### src/hw/rtl/btcs_pkg.sv
// Shared types and constants for the barycentric triangle colour shader.
// Depends on nothing; every other file of the block imports it.
package btcs_pkg;

  // Fixed field widths.
  localparam int CORNER_W   = 17;
  localparam int EDGE_W     = CORNER_W + 1;
  localparam int PIX_IN_W   = 12;
  localparam int CH_W       = 8;
  localparam int RGB_W      = 3 * CH_W;
  localparam int INV_W      = 58;
  localparam int CFG_IDX_W  = 3;
  localparam int CFG_DATA_W = 58;

  // Fixed arithmetic constants.
  localparam int INV_SCALE_BITS = 56;
  localparam int WEIGHT_LIMIT_LOG2 = 60;
  localparam int SAT_W = WEIGHT_LIMIT_LOG2 + 2;
  localparam int MAX_CH = 255;

  // Parameter defaults.
  localparam int DEF_COORD_FRAC_BITS  = 4;
  localparam int DEF_PIXEL_COORD_BITS = 12;
  localparam int DEF_WEIGHT_FRAC_BITS = 16;

  typedef enum logic [CFG_IDX_W-1:0] {
    REG_HUE_X   = 3'd0,
    REG_HUE_Y   = 3'd1,
    REG_WHITE_X = 3'd2,
    REG_WHITE_Y = 3'd3,
    REG_BLACK_X = 3'd4,
    REG_BLACK_Y = 3'd5,
    REG_HUE_RGB = 3'd6,
    REG_INV_AREA = 3'd7
  } btcs_reg_t;

  // Triangle set-up as seen by the datapath.
  typedef struct packed {
    logic [CORNER_W-1:0] hue_x;
    logic [CORNER_W-1:0] hue_y;
    logic [EDGE_W-1:0]   e0x;
    logic [EDGE_W-1:0]   e0y;
    logic [EDGE_W-1:0]   e1x;
    logic [EDGE_W-1:0]   e1y;
    logic [RGB_W-1:0]    hue_rgb;
    logic [INV_W-1:0]    inv_area;
    logic                degenerate;
  } btcs_cfg_t;

endpackage

### src/hw/rtl/btcs_blend_stage.sv
// Final pipeline stage: per-channel colour blend, rounding, clamping and the
// output register. Depends on btcs_pkg.
module btcs_blend_stage #(
  parameter int WEIGHT_FRAC_BITS = btcs_pkg::DEF_WEIGHT_FRAC_BITS
) (
  input  logic                        clk,
  input  logic                        rst_n,
  input  logic                        wt_valid,
  input  logic                        wt_covered,
  input  logic [WEIGHT_FRAC_BITS:0]   wt_u,
  input  logic [WEIGHT_FRAC_BITS:0]   wt_w,
  input  btcs_pkg::btcs_cfg_t         cfg,
  output logic                        out_strobe,
  output logic                        out_covered,
  output logic [btcs_pkg::CH_W-1:0]   out_red,
  output logic [btcs_pkg::CH_W-1:0]   out_green,
  output logic [btcs_pkg::CH_W-1:0]   out_blue
);
  import btcs_pkg::*;

  localparam int ACC_W = WEIGHT_FRAC_BITS + CH_W + 2;
  localparam int Q_W   = ACC_W - WEIGHT_FRAC_BITS;

  function automatic logic [CH_W-1:0] blend_ch(input logic [WEIGHT_FRAC_BITS:0] w,
                                               input logic [WEIGHT_FRAC_BITS:0] u,
                                               input logic [CH_W-1:0] c);
    logic [ACC_W-1:0] acc;
    logic [Q_W-1:0]   q;
    acc = ACC_W'(w) * ACC_W'(c) + ACC_W'(u) * ACC_W'(MAX_CH)
          + (ACC_W'(1) << (WEIGHT_FRAC_BITS - 1));
    q = acc[ACC_W-1:WEIGHT_FRAC_BITS];
    if (q > Q_W'(MAX_CH)) begin
      return CH_W'(MAX_CH);
    end
    return q[CH_W-1:0];
  endfunction

  logic            strobe_r, cov_r;
  logic [CH_W-1:0] red_r, green_r, blue_r;
  logic [CH_W-1:0] red_nxt, green_nxt, blue_nxt;

  // Uncovered pixels report black.
  always_comb begin
    red_nxt   = '0;
    green_nxt = '0;
    blue_nxt  = '0;
    if (wt_covered) begin
      red_nxt   = blend_ch(wt_w, wt_u, cfg.hue_rgb[3*CH_W-1:2*CH_W]);
      green_nxt = blend_ch(wt_w, wt_u, cfg.hue_rgb[2*CH_W-1:CH_W]);
      blue_nxt  = blend_ch(wt_w, wt_u, cfg.hue_rgb[CH_W-1:0]);
    end
  end

  always_ff @(posedge clk) begin
    if (!rst_n) begin
      strobe_r <= 1'b0;
    end else begin
      strobe_r <= wt_valid;
    end
  end

  always_ff @(posedge clk) begin
    cov_r   <= wt_covered;
    red_r   <= red_nxt;
    green_r <= green_nxt;
    blue_r  <= blue_nxt;
  end

  assign out_strobe  = strobe_r;
  assign out_covered = cov_r;
  assign out_red     = red_r;
  assign out_green   = green_r;
  assign out_blue    = blue_r;

endmodule

### config.mk
export PLATFORM = sky130hd
export DESIGN_NAME = btcs_blend_stage
export DESIGN_NICKNAME = d
export VERILOG_FILES = /design/src/hw/rtl/btcs_pkg.sv /design/src/hw/rtl/btcs_blend_stage.sv
export SDC_FILE = /design/constraint.sdc
export NUM_CORES = 1
export LEC_CHECK = 0
export ABC_AREA = 1
export ABC_CLOCK_PERIOD_IN_PS = 25100
export BUFFER_PORTS_ARGS = -buffer_cell sky130_fd_sc_hd__buf_2
export CAP_MARGIN = 20
export CORE_AREA = 2 2 226 228
export CTS_CLUSTER_SIZE = 14
export DETAILED_ROUTE_END_ITERATION = 8
export DIE_AREA = 0 0 228 230
export PLACE_DENSITY = 0.68
export SKIP_CTS_REPAIR_TIMING = 1
export SYNTH_ARGS = -nofsm -noshare
export SYNTH_HDL_FRONTEND = slang
export SYNTH_SLANG_ARGS = --single-unit
export TNS_END_PERCENT = 100
### constraint.sdc
create_clock -name clk -period 25.1 [get_ports clk]
set_input_delay 7.53 -clock clk [delete_from_list [all_inputs] [get_ports clk]]
set_output_delay 7.53 -clock clk [all_outputs]
set_load 0.1 [all_outputs]
==> summary.md <==
| Metric | Value |
|---|---|
| Share of the yosys chip area belonging to registers | `2.64%` |
| Row cnt | `82` |
| Fill cells | `5238` |
| CTS tree | `yes` |
| I/O pins | `253` |
| DP Wirelength | `41400 µm` |
| Unrepaired setup endpoints after global routing | `no` |
| Synth cell types | `32` |
| Largest net degree at the start of global routing | `25` |
| Antenna violations before repair | `7` |
| Mean post-synth cell area | `7.49 µm²` |
| Required time of the critical path | `25.28 ns` |
| Layout Nets | `3513` |
| Area leader, netlist | `fa_1` |
| Post-synthesis adder-cell area fraction | `56.5%` |
| PortBufs | `87` |
| Cell count after synthesis | `2634` |
| Yosys reg bits | `26` |
| Final setup violating endpoints | `0` |
| Minimum clock period | `15.54 ns` |
| Die Area | `52400 µm²` |
| Crit. End Element | `register` |
| Hold path cells | `3` |
| Cell at the root of the clock tree | `clkbuf_16` |
| DRT Pass-1 Iters | `5` |
| H-tree depth | `1` |
| Drt first-iter violations | `783` |
| Setup TNS | `0 ns` |
| Die Span Y | `230 µm` |
| Layout cells sized above 1 | `3.86%` |
| Netlist Area Pre-Place | `19700 µm²` |
| YS warnings | `0` |
| Synth Area in XOR/XNOR | `1.47%` |
| Most frequent cells in the layout | `nand2_1 (762), inv_1 (748), fa_1 (413)` |
| Slew margin rel. | `20.4%` |
| Most common cell after layout, fill and taps aside | `nand2_1` |
| Multiplexer share of the synthesized area | `0%` |
| Vias in the first global route | `16800` |
| Post-Synthesis Net Count | `3503` |
| Dominant cells by area after synthesis | `fa_1 (42%), ha_1 (15%), nand2_1 (15%)` |
| DR vias/cell | `4.75` |
| Layout area overhead | `5.51%` |
| Grt total ovfl | `0` |
| Longest Clk Path Bufs | `2` |
| Worst min path class | `input pin to register` |
| Pins Over Slew Limit | `0` |
| Chip Width | `228 µm` |
| Post-synthesis compound-gate area fraction | `4.23%` |
| Core ar. | `49900 µm²` |
| Gr usage total | `19.6%` |
| Placer Congestion | `0.930` |
| CP max stage delay | `0.72 ns` |
| Vias | `15800` |
| WL per Instance | `14.5 µm` |
| DRT Wirelength | `48000 µm` |
| Main combinational cell family by area after synthesis | `adder cells` |
| Cell at the slowest stage of the critical path | `xor2_1` |
| Fmax | `64.3 MHz` |
| CP Data Arrival Time | `15.72 ns` |
| Final hold violation count | `0` |
| Antenna-violating nets left | `0` |
| Post-Synth Simple-Gate Area | `19.3%` |
| CTS Buf Count | `3` |
| # DRC | `0` |
| Startpoint types | `input pin` |
| Critical path fanouts, max | `6` |
| Tcrit/Tclk final | `61.9%` |
| Clk pin slew, worst setup/hold paths | `0.09 ns` |
| Yosys top cell area share | `41.9%` |
| Max-Cap Viols | `0` |
| Initial core utilization | `39.5%` |
| First-pass GRT wire length | `83100 µm` |
| WS Path Type | `input pin to register` |
| Num Clock Sinks | `26` |
| Least-Margin Pin Slew | `1.19 ns` |
| Status | `finished, final reports clean` |
[sequential cells by signal (all words and copies together) (netlist names)]
register / count
out_blue: 8
out_covered: 1
out_green: 8
out_red: 8
out_strobe: 1
[metrics by stage]
stage               utilization, %  std cells  hold WS, ns  setup slack [ns]  instance area [µm²]
floorplan                        -       2634         7.56             10.47                19700
global placement              41.5       3310         7.77              9.28                20700
detailed placement            41.5       3310         7.77              9.27                20700
CTS                           41.7       3314         7.45              9.57                20800
global route                  41.7       3319         7.48              9.01                20800
finish                        41.7       3321         7.44              9.56                20800
[kinds of logic (layout without fill, tap and decap cells)]
group	Yosys count	after routing
AND/OR/NAND/NOR	954	954
buffers and inverters	833	842
adder cells (fa/ha/maj)	642	642
AO/OA/AOI/OAI	146	146
XOR/XNOR	33	33
flip-flops	26	26
other	0	6
[critical path: cells and delay by family]
kind                     cells  cell delay (ns)
adder cells (fa/ha/maj)     11             4.83
AO/OA/AOI/OAI                5             1.04
AND/OR/NAND/NOR              9             0.85
buffers and inverters       10             0.74
XOR/XNOR                     1             0.72
[metal layers]
metal | vias to the layer above | wire [µm] | GRT usage [%]
met5 | - | 21 | 0
met4 | 4 | 1240 | 4.84
met2 | 353 | 23400 | 35.0
met3 | 64 | 2540 | 2.22
met1 | 7742 | 20800 | 25.3
li1 | 7628 | - | -
[final timing paths]
| check | startpoint | to | slack [ns] |
|---|---|---|---|
| min | wt_valid | out_strobe$_SDFF_PN0_ | 7.44 |
| max | wt_u[3] | out_blue[5]$_SDFF_PN0_ | 9.56 |
[cell usage after synthesis]
library cell / n
nand2_1: 762
inv_1: 748
fa_1: 413
ha_1: 229
nor2_1: 85
clkbuf_1: 79
a21oi_1: 71
nand3_1: 47
o21ai_0: 28
dfxtp_1: 26
o21bai_1: 24
nand4_1: 21
xor2_1: 18
xnor2_1: 15
nor3_1: 12
nand3b_1: 10
a21o_1: 6
a31oi_1: 6
and2_1: 4
buf_2: 4
nor2_4: 4
nor4_1: 4
o21ai_1: 4
a211oi_1: 2
a21boi_0: 2
a221oi_1: 2
nand2_2: 2
nor2_2: 2
buf_4: 1
inv_2: 1
o21a_1: 1
or2_1: 1
[layout make-up]
type / count / area [µm²] / area share (%)
diodes: 6 / 15.0 / 0.0722
clock buffers: 3 / 75.1 / 0.361
clock inverters: 1 / 30.0 / 0.144
inverters: 749 / 2810 / 13.5
multi-input cells: 1775 / 16100 / 77.2
flip-flops and latches: 26 / 520 / 2.50
well taps: 672 / 841 / 4.04
repair buffers: 89 / 450 / 2.16
Power is left out: the tool's default activity adds up to more than one toggle a clock period on the data nets, which glitch-free logic cannot reach.
