[src/hw/rtl/btcs_pkg.sv]
// Shared types and constants for the barycentric triangle colour shader.
// Depends on nothing; every other file of the block imports it.
package btcs_pkg;

  // Fixed field widths.
  localparam int CORNER_W   = 17;
  localparam int EDGE_W     = CORNER_W + 1;
  localparam int PIX_IN_W   = 12;
  localparam int CH_W       = 8;
  localparam int RGB_W      = 3 * CH_W;
  localparam int INV_W      = 58;
  localparam int CFG_IDX_W  = 3;
  localparam int CFG_DATA_W = 58;

  // Fixed arithmetic constants.
  localparam int INV_SCALE_BITS = 56;
  localparam int WEIGHT_LIMIT_LOG2 = 60;
  localparam int SAT_W = WEIGHT_LIMIT_LOG2 + 2;
  localparam int MAX_CH = 255;

  // Parameter defaults.
  localparam int DEF_COORD_FRAC_BITS  = 4;
  localparam int DEF_PIXEL_COORD_BITS = 12;
  localparam int DEF_WEIGHT_FRAC_BITS = 16;

  typedef enum logic [CFG_IDX_W-1:0] {
    REG_HUE_X   = 3'd0,
    REG_HUE_Y   = 3'd1,
    REG_WHITE_X = 3'd2,
    REG_WHITE_Y = 3'd3,
    REG_BLACK_X = 3'd4,
    REG_BLACK_Y = 3'd5,
    REG_HUE_RGB = 3'd6,
    REG_INV_AREA = 3'd7
  } btcs_reg_t;

  // Triangle set-up as seen by the datapath.
  typedef struct packed {
    logic [CORNER_W-1:0] hue_x;
    logic [CORNER_W-1:0] hue_y;
    logic [EDGE_W-1:0]   e0x;
    logic [EDGE_W-1:0]   e0y;
    logic [EDGE_W-1:0]   e1x;
    logic [EDGE_W-1:0]   e1y;
    logic [RGB_W-1:0]    hue_rgb;
    logic [INV_W-1:0]    inv_area;
    logic                degenerate;
  } btcs_cfg_t;

endpackage

[src/hw/rtl/btcs_edge_pipe.sv]
// Pipeline stages one to three: pixel offset, edge products and cross products.
// Depends on btcs_pkg.
module btcs_edge_pipe #(
  parameter int COORD_FRAC_BITS  = btcs_pkg::DEF_COORD_FRAC_BITS,
  parameter int PIXEL_COORD_BITS = btcs_pkg::DEF_PIXEL_COORD_BITS,
  parameter int CROSS_W          = 37
) (
  input  logic                          clk,
  input  logic                          rst_n,
  input  logic                          in_valid,
  input  logic [btcs_pkg::PIX_IN_W-1:0] pixel_x,
  input  logic [btcs_pkg::PIX_IN_W-1:0] pixel_y,
  input  btcs_pkg::btcs_cfg_t           cfg,
  output logic                          cross_valid,
  output logic signed [CROSS_W-1:0]     cross_u,
  output logic signed [CROSS_W-1:0]     cross_v
);
  import btcs_pkg::*;

  localparam int PX_USE = (PIXEL_COORD_BITS < PIX_IN_W) ? PIXEL_COORD_BITS : PIX_IN_W;
  localparam int PX_W   = PX_USE + COORD_FRAC_BITS;
  localparam int EP_W   = ((PX_W > CORNER_W - 1) ? PX_W : CORNER_W - 1) + 2;
  localparam int PROD_W = EP_W + EDGE_W;

  logic                     v1_r, v2_r, v3_r;
  logic [PX_W-1:0]          px, py;
  logic signed [EP_W-1:0]   epx_nxt, epy_nxt, epx_r, epy_r;
  logic signed [PROD_W-1:0] ma_r, mb_r, mc_r, md_r;
  logic signed [PROD_W-1:0] ma_nxt, mb_nxt, mc_nxt, md_nxt;
  logic signed [CROSS_W-1:0] cu_r, cv_r;
  logic signed [EDGE_W-1:0] e0x, e0y, e1x, e1y;

  always_comb begin
    px      = PX_W'(pixel_x[PX_USE-1:0]) << COORD_FRAC_BITS;
    py      = PX_W'(pixel_y[PX_USE-1:0]) << COORD_FRAC_BITS;
    epx_nxt = EP_W'($signed({1'b0, px})) - EP_W'($signed(cfg.hue_x));
    epy_nxt = EP_W'($signed({1'b0, py})) - EP_W'($signed(cfg.hue_y));
    e0x     = $signed(cfg.e0x);
    e0y     = $signed(cfg.e0y);
    e1x     = $signed(cfg.e1x);
    e1y     = $signed(cfg.e1y);
    ma_nxt  = PROD_W'(epx_r) * PROD_W'(e1y);
    mb_nxt  = PROD_W'(epy_r) * PROD_W'(e1x);
    mc_nxt  = PROD_W'(e0x) * PROD_W'(epy_r);
    md_nxt  = PROD_W'(e0y) * PROD_W'(epx_r);
  end

  always_ff @(posedge clk) begin
    if (!rst_n) begin
      v1_r <= 1'b0;
      v2_r <= 1'b0;
      v3_r <= 1'b0;
    end else begin
      v1_r <= in_valid;
      v2_r <= v1_r;
      v3_r <= v2_r;
    end
  end

  always_ff @(posedge clk) begin
    epx_r <= epx_nxt;
    epy_r <= epy_nxt;
    ma_r  <= ma_nxt;
    mb_r  <= mb_nxt;
    mc_r  <= mc_nxt;
    md_r  <= md_nxt;
    cu_r  <= CROSS_W'(ma_r) - CROSS_W'(mb_r);
    cv_r  <= CROSS_W'(mc_r) - CROSS_W'(md_r);
  end

  assign cross_valid = v3_r;
  assign cross_u     = cu_r;
  assign cross_v     = cv_r;

endmodule

[config.mk]
export PLATFORM = sky130hd
export DESIGN_NAME = btcs_edge_pipe
export DESIGN_NICKNAME = d
export VERILOG_FILES = /design/src/hw/rtl/btcs_pkg.sv /design/src/hw/rtl/btcs_edge_pipe.sv
export SDC_FILE = /design/constraint.sdc
export NUM_CORES = 2
export LEC_CHECK = 0
export BUFFER_PORTS_ARGS = -buffer_cell sky130_fd_sc_hd__buf_2
export CAP_MARGIN = 20
export CORE_AREA = 2 2 432 434
export DETAILED_ROUTE_END_ITERATION = 7
export DIE_AREA = 0 0 434 436
export GPL_ROUTABILITY_DRIVEN = 1
export PLACE_DENSITY_LB_ADDON = 0.2
export RECOVER_POWER = 100
export SYNTH_ARGS = -nofsm -noshare
export SYNTH_HDL_FRONTEND = slang
export SYNTH_SLANG_ARGS = --single-unit
[constraint.sdc]
create_clock -name clk -period 20.6 [get_ports clk]
set_input_delay 3.09 -clock clk [delete_from_list [all_inputs] [get_ports clk]]
set_output_delay 3.09 -clock clk [all_outputs]
set_load 0.1 [all_outputs]
==> impl_metrics.json <==
{
  "outcome": "finished, final reports clean",
  "synthFlopType": "dfxtp_1",
  "clk_latency_ns": 0.62,
  "setup_tns_ns": 0,
  "wl_um": 153000,
  "max_slew_margin": 0.106,
  "place_ws_ns": 10.79,
  "grt_pass1_wl_um": 253000,
  "cts-root-buf": "clkbuf_16",
  "yosysWarnings": 0,
  "slew_violations": 0,
  "start_kind": "input port",
  "initial_core_util": 0.318,
  "final_common_cell": "inv_1",
  "tightest_slew_ns": 1.34,
  "final_cell_mix": "inv_1, fa_1, nand2_1, and2_1, ha_1",
  "clock_path_buffers": 3,
  "post-route-drc-count": 0,
  "yosysTopAreaCellShare": 0.449,
  "synth_area_leader_cell": "fa_1",
  "ys_top_cells_by_area": "fa_1, inv_1, ha_1",
  "grt_overflow": 0,
  "place_congestion": 0.832,
  "cts-resized-gates": 0,
  "first_global_vias": 46100,
  "synthesis.nets": 8429,
  "dieArea_um2": 189000,
  "ctsHoldBuffers": 0,
  "reg2reg_slack_ns": 13.27,
  "crit_arrival_ns": 10.35,
  "maxCapViolations": 0,
  "path_clk_slew_ns": 0.06,
  "max_freq_ghz": 0.101,
  "die_h_um": 436,
  "finalCritPeriodShare": 0.481,
  "dr.pass1.iters": 5,
  "cts_buffers": 37,
  "die_w_um": 434,
  "wl_per_cell_um": 17.0,
  "placementRows": 158,
  "synthXorXnorAreaFrac": 0.0333,
  "cts_setup_buffers": 0,
  "nets": 8482,
  "dp_hpwl_um": 123000,
  "synth_cells": 6425,
  "fin_ws_ns": 10.69,
  "io_buffer_count": 207,
  "layout-drive-gt1-share": 0.0372,
  "hold_path.class": "reg -> reg",
  "clock_skew_ns": 0.0539,
  "setup_viol": 0,
  "synth_compound_area_frac": 0.0602,
  "fp.coreArea_um2": 185000,
  "synth_area_um2": 58700,
  "ys_types": 72,
  "endpoint_kind": "flop",
  "syn_avg_cell_area_um2": 9.14,
  "yosys-mux-area-fraction": 0.000512,
  "crit_type": "in -> reg",
  "cp.required_ns": 21.04,
  "track_usage": 0.170,
  "hold_violations": 0,
  "crit_fanout": 18,
  "htree_levels": 2,
  "seq_area_frac_synth": 0.0876,
  "synth_top_family_by_area": "adder cells",
  "rsz0062_at_grt": "false",
  "area_delta_synth_final_pct": 7.83,
  "ys_seq_elements": 257,
  "synth-simple-area-share": 0.149,
  "ios": 291,
  "antenna_found_initial": 10,
  "cts_sinks": 257,
  "antenna_left": 0,
  "synth-edff-count": 0,
  "synthArstFlopShare": 0,
  "synth-adder-area-share": 0.550,
  "drt_iter0_drc": 1611,
  "finalCriticalPeriod_ns": 9.91,
  "vias": 40900,
  "grt_max_degree": 37,
  "avgViaCountPerCell": 4.55,
  "cts_tree": "yes"
}
==> final timing paths <==
path | startpoint | end | cells past startpoint
hold reg to reg | v1_r$_SDFF_PN0_ | v2_r$_SDFF_PN0_ | 1
hold / removal | v1_r$_SDFF_PN0_ | v2_r$_SDFF_PN0_ | 1
setup / recovery | cfg[93] | ma_r[34]$_DFF_P_ | 23
setup reg to reg | epy_r[9]$_DFF_P_ | mc_r[33]$_DFF_P_ | 23
==> layout make-up <==
cell class                 instances  area [um^2]
fill                           19200       121000
multi-input combinational       4290        46400
inverter                        1651         6200
sequential                       257         5160
tap                             2480         3100
timing repair buffer             241         1180
clock buffer                      43          980
clock inverter                    21          210
antenna                            8         20.0
==> routing by layer <==
metal	part of all wire	vias up	GRT usage	routed length [um]
li1	-	19000	-	-
met4	0.034	0	0.0523	5170
met5	0	-	0	0
met2	0.51	601	0.307	78500
met3	0.031	154	0.0189	4670
met1	0.42	21100	0.211	64600
==> worst max-delay path: stages <==
cell and delay [ns]:
clkbuf_1 0.95, nand2_1 0.19, fa_1 0.55, inv_1 0.05, fa_1 0.50, inv_1 0.05, fa_1 0.54, inv_1 0.05
fa_1 0.48, fa_1 0.50, inv_1 0.05, fa_1 0.55, inv_1 0.07, ha_1 0.35, nand3_1 0.17, nor4_1 0.30
o21ai_0 0.26, a311oi_1 0.42, o21ai_0 0.18, a21boi_0 0.33, a41o_1 0.26, o41ai_1 0.09, xnor2_1 0.36
==> cell families after synthesis <==
group / after synthesis
buffers and inverters: 1878
adders and majority gates: 1788
and+or+nand+nor: 1742
AOI/OAI and AO/OA: 534
DFF: 257
xor gates and xnor gates: 223
muxes: 3
==> sequential cells by signal, indices dropped and copies added (netlist names) <==
| register | cells |
|---|---|
| epy_r | 18 |
| cross_v | 37 |
| v2_r | 1 |
| mb_r | 36 |
| epx_r | 18 |
| cross_valid | 1 |
| md_r | 36 |
| mc_r | 36 |
| ma_r | 36 |
| cross_u | 37 |
| v1_r | 1 |
==> per-stage QoR <==
step / util / instance area, um^2 / cells / hold WS, ns
final: 0.343 / 63300 / 8991 / 0.431
after global routing: 0.343 / 63300 / 8991 / 0.468
after CTS: 0.344 / 63400 / 8983 / 0.439
after detailed placement: 0.337 / 62300 / 8919 / 0.420
after global placement: 0.337 / 62300 / 8919 / 0.415
after floorplan: - / 58700 / 6425 / 0.412
==> Yosys cell counts (40+ instances only) <==
library cell	instances
dfxtp_1	257
inv_1	1651
nand2b_1	40
xnor2_1	173
and2_1	651
ha_1	470
nand3_1	48
o21ai_0	82
clkbuf_1	223
nand2_1	669
xor2_1	50
nor3_1	43
a21o_1	71
fa_1	1318
a21oi_1	164
nor2_1	176
Power is not shown: default switching activity piles up to over one toggle a cycle in this logic, so the estimate is an artifact.
