==> src/hw/rtl/btcs_pkg.sv <==
// Shared types and constants for the barycentric triangle colour shader.
// Depends on nothing; every other file of the block imports it.
package btcs_pkg;

  // Fixed field widths.
  localparam int CORNER_W   = 17;
  localparam int EDGE_W     = CORNER_W + 1;
  localparam int PIX_IN_W   = 12;
  localparam int CH_W       = 8;
  localparam int RGB_W      = 3 * CH_W;
  localparam int INV_W      = 58;
  localparam int CFG_IDX_W  = 3;
  localparam int CFG_DATA_W = 58;

  // Fixed arithmetic constants.
  localparam int INV_SCALE_BITS = 56;
  localparam int WEIGHT_LIMIT_LOG2 = 60;
  localparam int SAT_W = WEIGHT_LIMIT_LOG2 + 2;
  localparam int MAX_CH = 255;

  // Parameter defaults.
  localparam int DEF_COORD_FRAC_BITS  = 4;
  localparam int DEF_PIXEL_COORD_BITS = 12;
  localparam int DEF_WEIGHT_FRAC_BITS = 16;

  typedef enum logic [CFG_IDX_W-1:0] {
    REG_HUE_X   = 3'd0,
    REG_HUE_Y   = 3'd1,
    REG_WHITE_X = 3'd2,
    REG_WHITE_Y = 3'd3,
    REG_BLACK_X = 3'd4,
    REG_BLACK_Y = 3'd5,
    REG_HUE_RGB = 3'd6,
    REG_INV_AREA = 3'd7
  } btcs_reg_t;

  // Triangle set-up as seen by the datapath.
  typedef struct packed {
    logic [CORNER_W-1:0] hue_x;
    logic [CORNER_W-1:0] hue_y;
    logic [EDGE_W-1:0]   e0x;
    logic [EDGE_W-1:0]   e0y;
    logic [EDGE_W-1:0]   e1x;
    logic [EDGE_W-1:0]   e1y;
    logic [RGB_W-1:0]    hue_rgb;
    logic [INV_W-1:0]    inv_area;
    logic                degenerate;
  } btcs_cfg_t;

endpackage

==> src/hw/rtl/btcs_cfg_regs.sv <==
// Configuration register file and derived triangle edge vectors.
// Depends on btcs_pkg.
module btcs_cfg_regs (
  input  logic                           clk,
  input  logic                           rst_n,
  input  logic                           cfg_valid,
  output logic                           cfg_ready,
  input  logic [btcs_pkg::CFG_IDX_W-1:0]  cfg_index,
  input  logic [btcs_pkg::CFG_DATA_W-1:0] cfg_data,
  output btcs_pkg::btcs_cfg_t            cfg_out
);
  import btcs_pkg::*;

  logic [CORNER_W-1:0] hue_x_r, hue_y_r, white_x_r, white_y_r, black_x_r, black_y_r;
  logic [RGB_W-1:0]    hue_rgb_r;
  logic [INV_W-1:0]    inv_area_r;
  logic [EDGE_W-1:0]   e0x_r, e0y_r, e1x_r, e1y_r;
  logic                degenerate_r;
  logic [EDGE_W-1:0]   e0x_nxt, e0y_nxt, e1x_nxt, e1y_nxt;

  assign cfg_ready = 1'b1;

  always_ff @(posedge clk) begin
    if (!rst_n) begin
      hue_x_r    <= '0;
      hue_y_r    <= '0;
      white_x_r  <= '0;
      white_y_r  <= '0;
      black_x_r  <= '0;
      black_y_r  <= '0;
      hue_rgb_r  <= '0;
      inv_area_r <= '0;
    end else if (cfg_valid && cfg_ready) begin
      case (btcs_reg_t'(cfg_index))
        REG_HUE_X:    hue_x_r    <= cfg_data[CORNER_W-1:0];
        REG_HUE_Y:    hue_y_r    <= cfg_data[CORNER_W-1:0];
        REG_WHITE_X:  white_x_r  <= cfg_data[CORNER_W-1:0];
        REG_WHITE_Y:  white_y_r  <= cfg_data[CORNER_W-1:0];
        REG_BLACK_X:  black_x_r  <= cfg_data[CORNER_W-1:0];
        REG_BLACK_Y:  black_y_r  <= cfg_data[CORNER_W-1:0];
        REG_HUE_RGB:  hue_rgb_r  <= cfg_data[RGB_W-1:0];
        REG_INV_AREA: inv_area_r <= cfg_data[INV_W-1:0];
        default: ;
      endcase
    end
  end

  // Edge vectors relative to the hue corner; they are registered, so they take up
  // new corner values in the cycle after the corner registers are written.
  always_comb begin
    e0x_nxt = EDGE_W'($signed(white_x_r)) - EDGE_W'($signed(hue_x_r));
    e0y_nxt = EDGE_W'($signed(white_y_r)) - EDGE_W'($signed(hue_y_r));
    e1x_nxt = EDGE_W'($signed(black_x_r)) - EDGE_W'($signed(hue_x_r));
    e1y_nxt = EDGE_W'($signed(black_y_r)) - EDGE_W'($signed(hue_y_r));
  end

  always_ff @(posedge clk) begin
    if (!rst_n) begin
      e0x_r        <= '0;
      e0y_r        <= '0;
      e1x_r        <= '0;
      e1y_r        <= '0;
      degenerate_r <= 1'b1;
    end else begin
      e0x_r        <= e0x_nxt;
      e0y_r        <= e0y_nxt;
      e1x_r        <= e1x_nxt;
      e1y_r        <= e1y_nxt;
      degenerate_r <= (inv_area_r == '0);
    end
  end

  always_comb begin
    cfg_out.hue_x      = hue_x_r;
    cfg_out.hue_y      = hue_y_r;
    cfg_out.e0x        = e0x_r;
    cfg_out.e0y        = e0y_r;
    cfg_out.e1x        = e1x_r;
    cfg_out.e1y        = e1y_r;
    cfg_out.hue_rgb    = hue_rgb_r;
    cfg_out.inv_area   = inv_area_r;
    cfg_out.degenerate = degenerate_r;
  end

endmodule

==> config.mk <==
export PLATFORM = sky130hd
export DESIGN_NAME = btcs_cfg_regs
export DESIGN_NICKNAME = d
export VERILOG_FILES = /design/src/hw/rtl/btcs_pkg.sv /design/src/hw/rtl/btcs_cfg_regs.sv
export SDC_FILE = /design/constraint.sdc
export NUM_CORES = 1
export LEC_CHECK = 0
export ABC_AREA = 1
export BUFFER_PORTS_ARGS = -buffer_cell sky130_fd_sc_hd__buf_2
export CAP_MARGIN = 30
export CORE_AREA = 2 2 174 210
export DETAILED_ROUTE_END_ITERATION = 10
export DIE_AREA = 0 0 176 212
export HOLD_SLACK_MARGIN = 0.03
export PLACE_DENSITY = 0.55
export SYNTH_ARGS = -nofsm -noshare
export SYNTH_HDL_FRONTEND = slang
export SYNTH_SLANG_ARGS = --single-unit
==> constraint.sdc <==
create_clock -name clk -period 2.5 [get_ports clk]
set_input_delay 0.25 -clock clk [delete_from_list [all_inputs] [get_ports clk]]
set_output_delay 0.25 -clock clk [all_outputs]
set_load 0.005 [all_outputs]
==> impl_metrics.ini <==
[synth]
synth_top_area_share_pct = 42.09
synth_seq_cells = 257
synth_top_cell_by_area = dfxtp_1
ys.warnings.count = 0
syn_avg_cell_area_sq_um = 7.009
synth_nets = 1880
synth_cell_types = 29
ys_seq_area_share_pct = 42.09
post_synth_inst_count = 1744
synth.area.top_cells = dfxtp_1 42%, nor2_1 12%, nand2_1 8.8%
syn_area_sq_mm = 0.01222

[sta]
relSlewSlack_pct = 61.70
drv_slew = 0
setup_viol = 0
hold_violations = 0
rsz0062_at_grt = no
timing.fmax_ghz = 0.5155
finalCritPeriodShare_pct = 77.59
skew_ns = 0.02036
worst_slew_pin_slew_ns = 0.5692
min_period_ns = 1.940
fin_setup_tns_ns = 0

[worst_setup_path]
slowest_delay_ns = 0.55
worstPathRequired_ns = 3.01
cp_num_buf_inv = 1
cp_top_family = simple AND/OR/NAND/NOR gates
crit_chain = inv_1 -> fa_1 -> nand3_1 -> nand2_1 -> nand2_1 -> nand2_1 -> nand2_1 -> nand2_1 -> nand2_1 -> nand2_1 -> nor2_1
path_max_fanout = 5
crit_path_top_delay_cell = fa_1
worstPathArrival_ns = 2.45
cp-startpoint = hue_x_r[1]
reg2reg_from = hue_x_r[1]
path_class = reg2reg
cp_common_cell = nand2_1
critPathLaunchType = register
end_kind = register

[routing]
drt_pass1_iterations = 5
drc_errors = 0
antenna_left = 0
drt-vias-per-instance = 4.831
vias = 12070
drtIter0Drc = 653
finalWirelength_um = 40990
wl_per_cell_um = 16.40

[layout]
nets = 2145
finalCoreUtilization_pct = 42.93
fill_cells = 3709
stdcell_area_sq_mm = 0.01523
multi_input_area_sq_mm = 0.006007
layout-drive-gt1-share_pct = 16.35
syn2layout_area_growth_pct = 24.57
seqCellArea_sq_mm = 0.005145
finalNonFillerCells = 2499
n_antenna_cell = 0

[global_route]
antenna_found_initial = 1
grt_max_degree = 78
first_global_vias = 11320
grt_pass1_wl_um = 62950
grt.total_usage_pct = 21.66
grt_remaining_overflow = 0

[floorplan]
num_rows = 76
io_pins = 254
dieArea_sq_mm = 0.03731
core_sq_mm = 0.03547
die_x_um = 176
die_h_um = 212
start_util_pct = 34.46

[status]
status = finished clean

[clocking]
numCtsBuffers = 29
htreeDepth = 1
cts_tree = yes
clock_latency_ns = 0.57
root_buffer = clkbuf_16
clk_pin_slew_ns = 0.06
clockBufferDepth = 3
clkSinkCount = 257

[worst_hold_path]
worstHoldStart = cfg_data[2]
min-delay-path-class = in2reg

[placement]
io_buffers = 252
dpl.hpwl_um = 29770
gp_congestion = 0.9226
dpl_cell_area_sq_mm = 0.01380
dp.cells = 2405

[power_and_ir_drop]
leakage_nw = 7.866
powerDensity_mw_per_mm2 = 728.3
ir_drop_mv = 0.4342

[flow_run]
maxCapViolations = 0
sequential cells by signal, indices dropped and copies added (netlist names), 17 cells and up:
register	flops
e1x_r	18
hue_rgb_r	24
black_x_r	17
e1y_r	18
white_x_r	17
e0y_r	18
black_y_r	17
hue_x_r	17
e0x_r	18
white_y_r	17
hue_y_r	17
inv_area_r	58
power by group:
group / switching, W / internal [W]
logic: 0.00128 / 0.000776
registers: 0.000114 / 0.00439
clock network: 0.00178 / 0.00275
stage by stage:
stage / setup slack, ns / total power, W / hold slack [ns]
2_1_floorplan: 0.8514 / 0.005860 / 0.3849
5_1_grt: 0.3272 / 0.01168 / 0.08830
3_5_place_dp: 0.5843 / 0.006604 / 0.4485
6_report: 0.5602 / 0.01109 / 0.09752
3_3_place_gp: 0.5687 / 0.006594 / 0.4472
4_1_cts: 0.5702 / 0.01122 / 0.05862
tightest hold or removal path, stage by stage:
cell    delay [ns]
buf_2         0.19
nor2_1        0.12
nor2_1        0.05
layer usage:
| layer | GRT usage [%] | vias to the layer above | routed length, um |
|---|---|---|---|
| met3 | 5.025 | 71 | 3158 |
| met5 | 0 | - | 13 |
| met4 | 7.751 | 2 | 1435 |
| li1 | - | 6139 | - |
| met1 | 27.25 | 5469 | 17650 |
| met2 | 36.29 | 391 | 18730 |
placed cells by master, fill, tap and decap left out:
| cell | count |
|---|---|
| a21oi_1 | 147 |
| nor2_1 | 378 |
| inv_1 | 176 |
| nor3_1 | 14 |
| xnor2_1 | 4 |
| clkbuf_8 | 7 |
| fa_1 | 4 |
| bufinv_16 | 4 |
| buf_6 | 1 |
| ha_1 | 68 |
| nand2_2 | 1 |
| nand2_4 | 1 |
| nand4_1 | 6 |
| nand2_1 | 286 |
| nor2_2 | 2 |
| buf_2 | 251 |
| clkinv_2 | 4 |
| clkbuf_16 | 29 |
| dlygate4sd3_1 | 41 |
| clkinvlp_4 | 3 |
| conb_1 | 1 |
| inv_2 | 12 |
| o21ai_1 | 18 |
| nand3_1 | 66 |
| nor4_1 | 8 |
| buf_4 | 7 |
| and2_1 | 8 |
| o21ai_2 | 1 |
| dfxtp_1 | 257 |
| o21bai_1 | 4 |
| o21ai_0 | 205 |
| clkbuf_1 | 5 |
| o22ai_1 | 3 |
| clkinv_4 | 1 |
| buf_12 | 2 |
| nor2_4 | 6 |
timing repair:
item / CTS / global route
resized for setup: 0 / 0
hold buffers: 41 / 0
hold endpoints to repair: 46 / 0
buffers inserted: 0 / 0
synthesized netlist by cell type, drive strengths merged:
| cell | count |
|---|---|
| o22ai | 3 |
| o21bai | 4 |
| fa | 4 |
| nor2 | 386 |
| conb | 1 |
| a21oi | 147 |
| nand2 | 288 |
| clkbuf | 25 |
| nor3 | 14 |
| nand4 | 6 |
| dfxtp | 257 |
| xnor2 | 4 |
| o21ai | 224 |
| nand3 | 66 |
| and2 | 8 |
| buf | 43 |
| ha | 68 |
| nor4 | 8 |
| inv | 188 |
worst paths after layout:
path	slack (ns)	cells past startpoint	to
max	0.56	11	e0x_r[12]
min	0.1	3	black_x_r[2]
max reg2reg	0.56	11	e0x_r[12]
min reg2reg	0.46	2	white_y_r[0]
cells by family (layout without fill, tap and decap cells):
group / after synthesis / after routing / synth area share [%]
and+or+nand+nor: 776 / 776 / 25.59
AOI/OAI and AO/OA: 378 / 378 / 15.62
DFF: 257 / 257 / 42.09
buffers and inverters: 256 / 543 / 8.762
adders and majority gates: 72 / 72 / 7.616
xor gates and xnor gates: 4 / 4 / 0.2866
other: 1 / 1 / 0.03068
layout make-up:
type | instances | share of cell area [%]
multi-input cells | 1231 | 39.45
repair buffers | 302 | 11.63
clock inverters | 12 | 1.126
flip-flops and latches | 257 | 33.79
clock buffers | 41 | 5.522
inverters | 188 | 4.635
well taps | 468 | 3.846
Note: power is estimated with default switching activity, not from simulation.
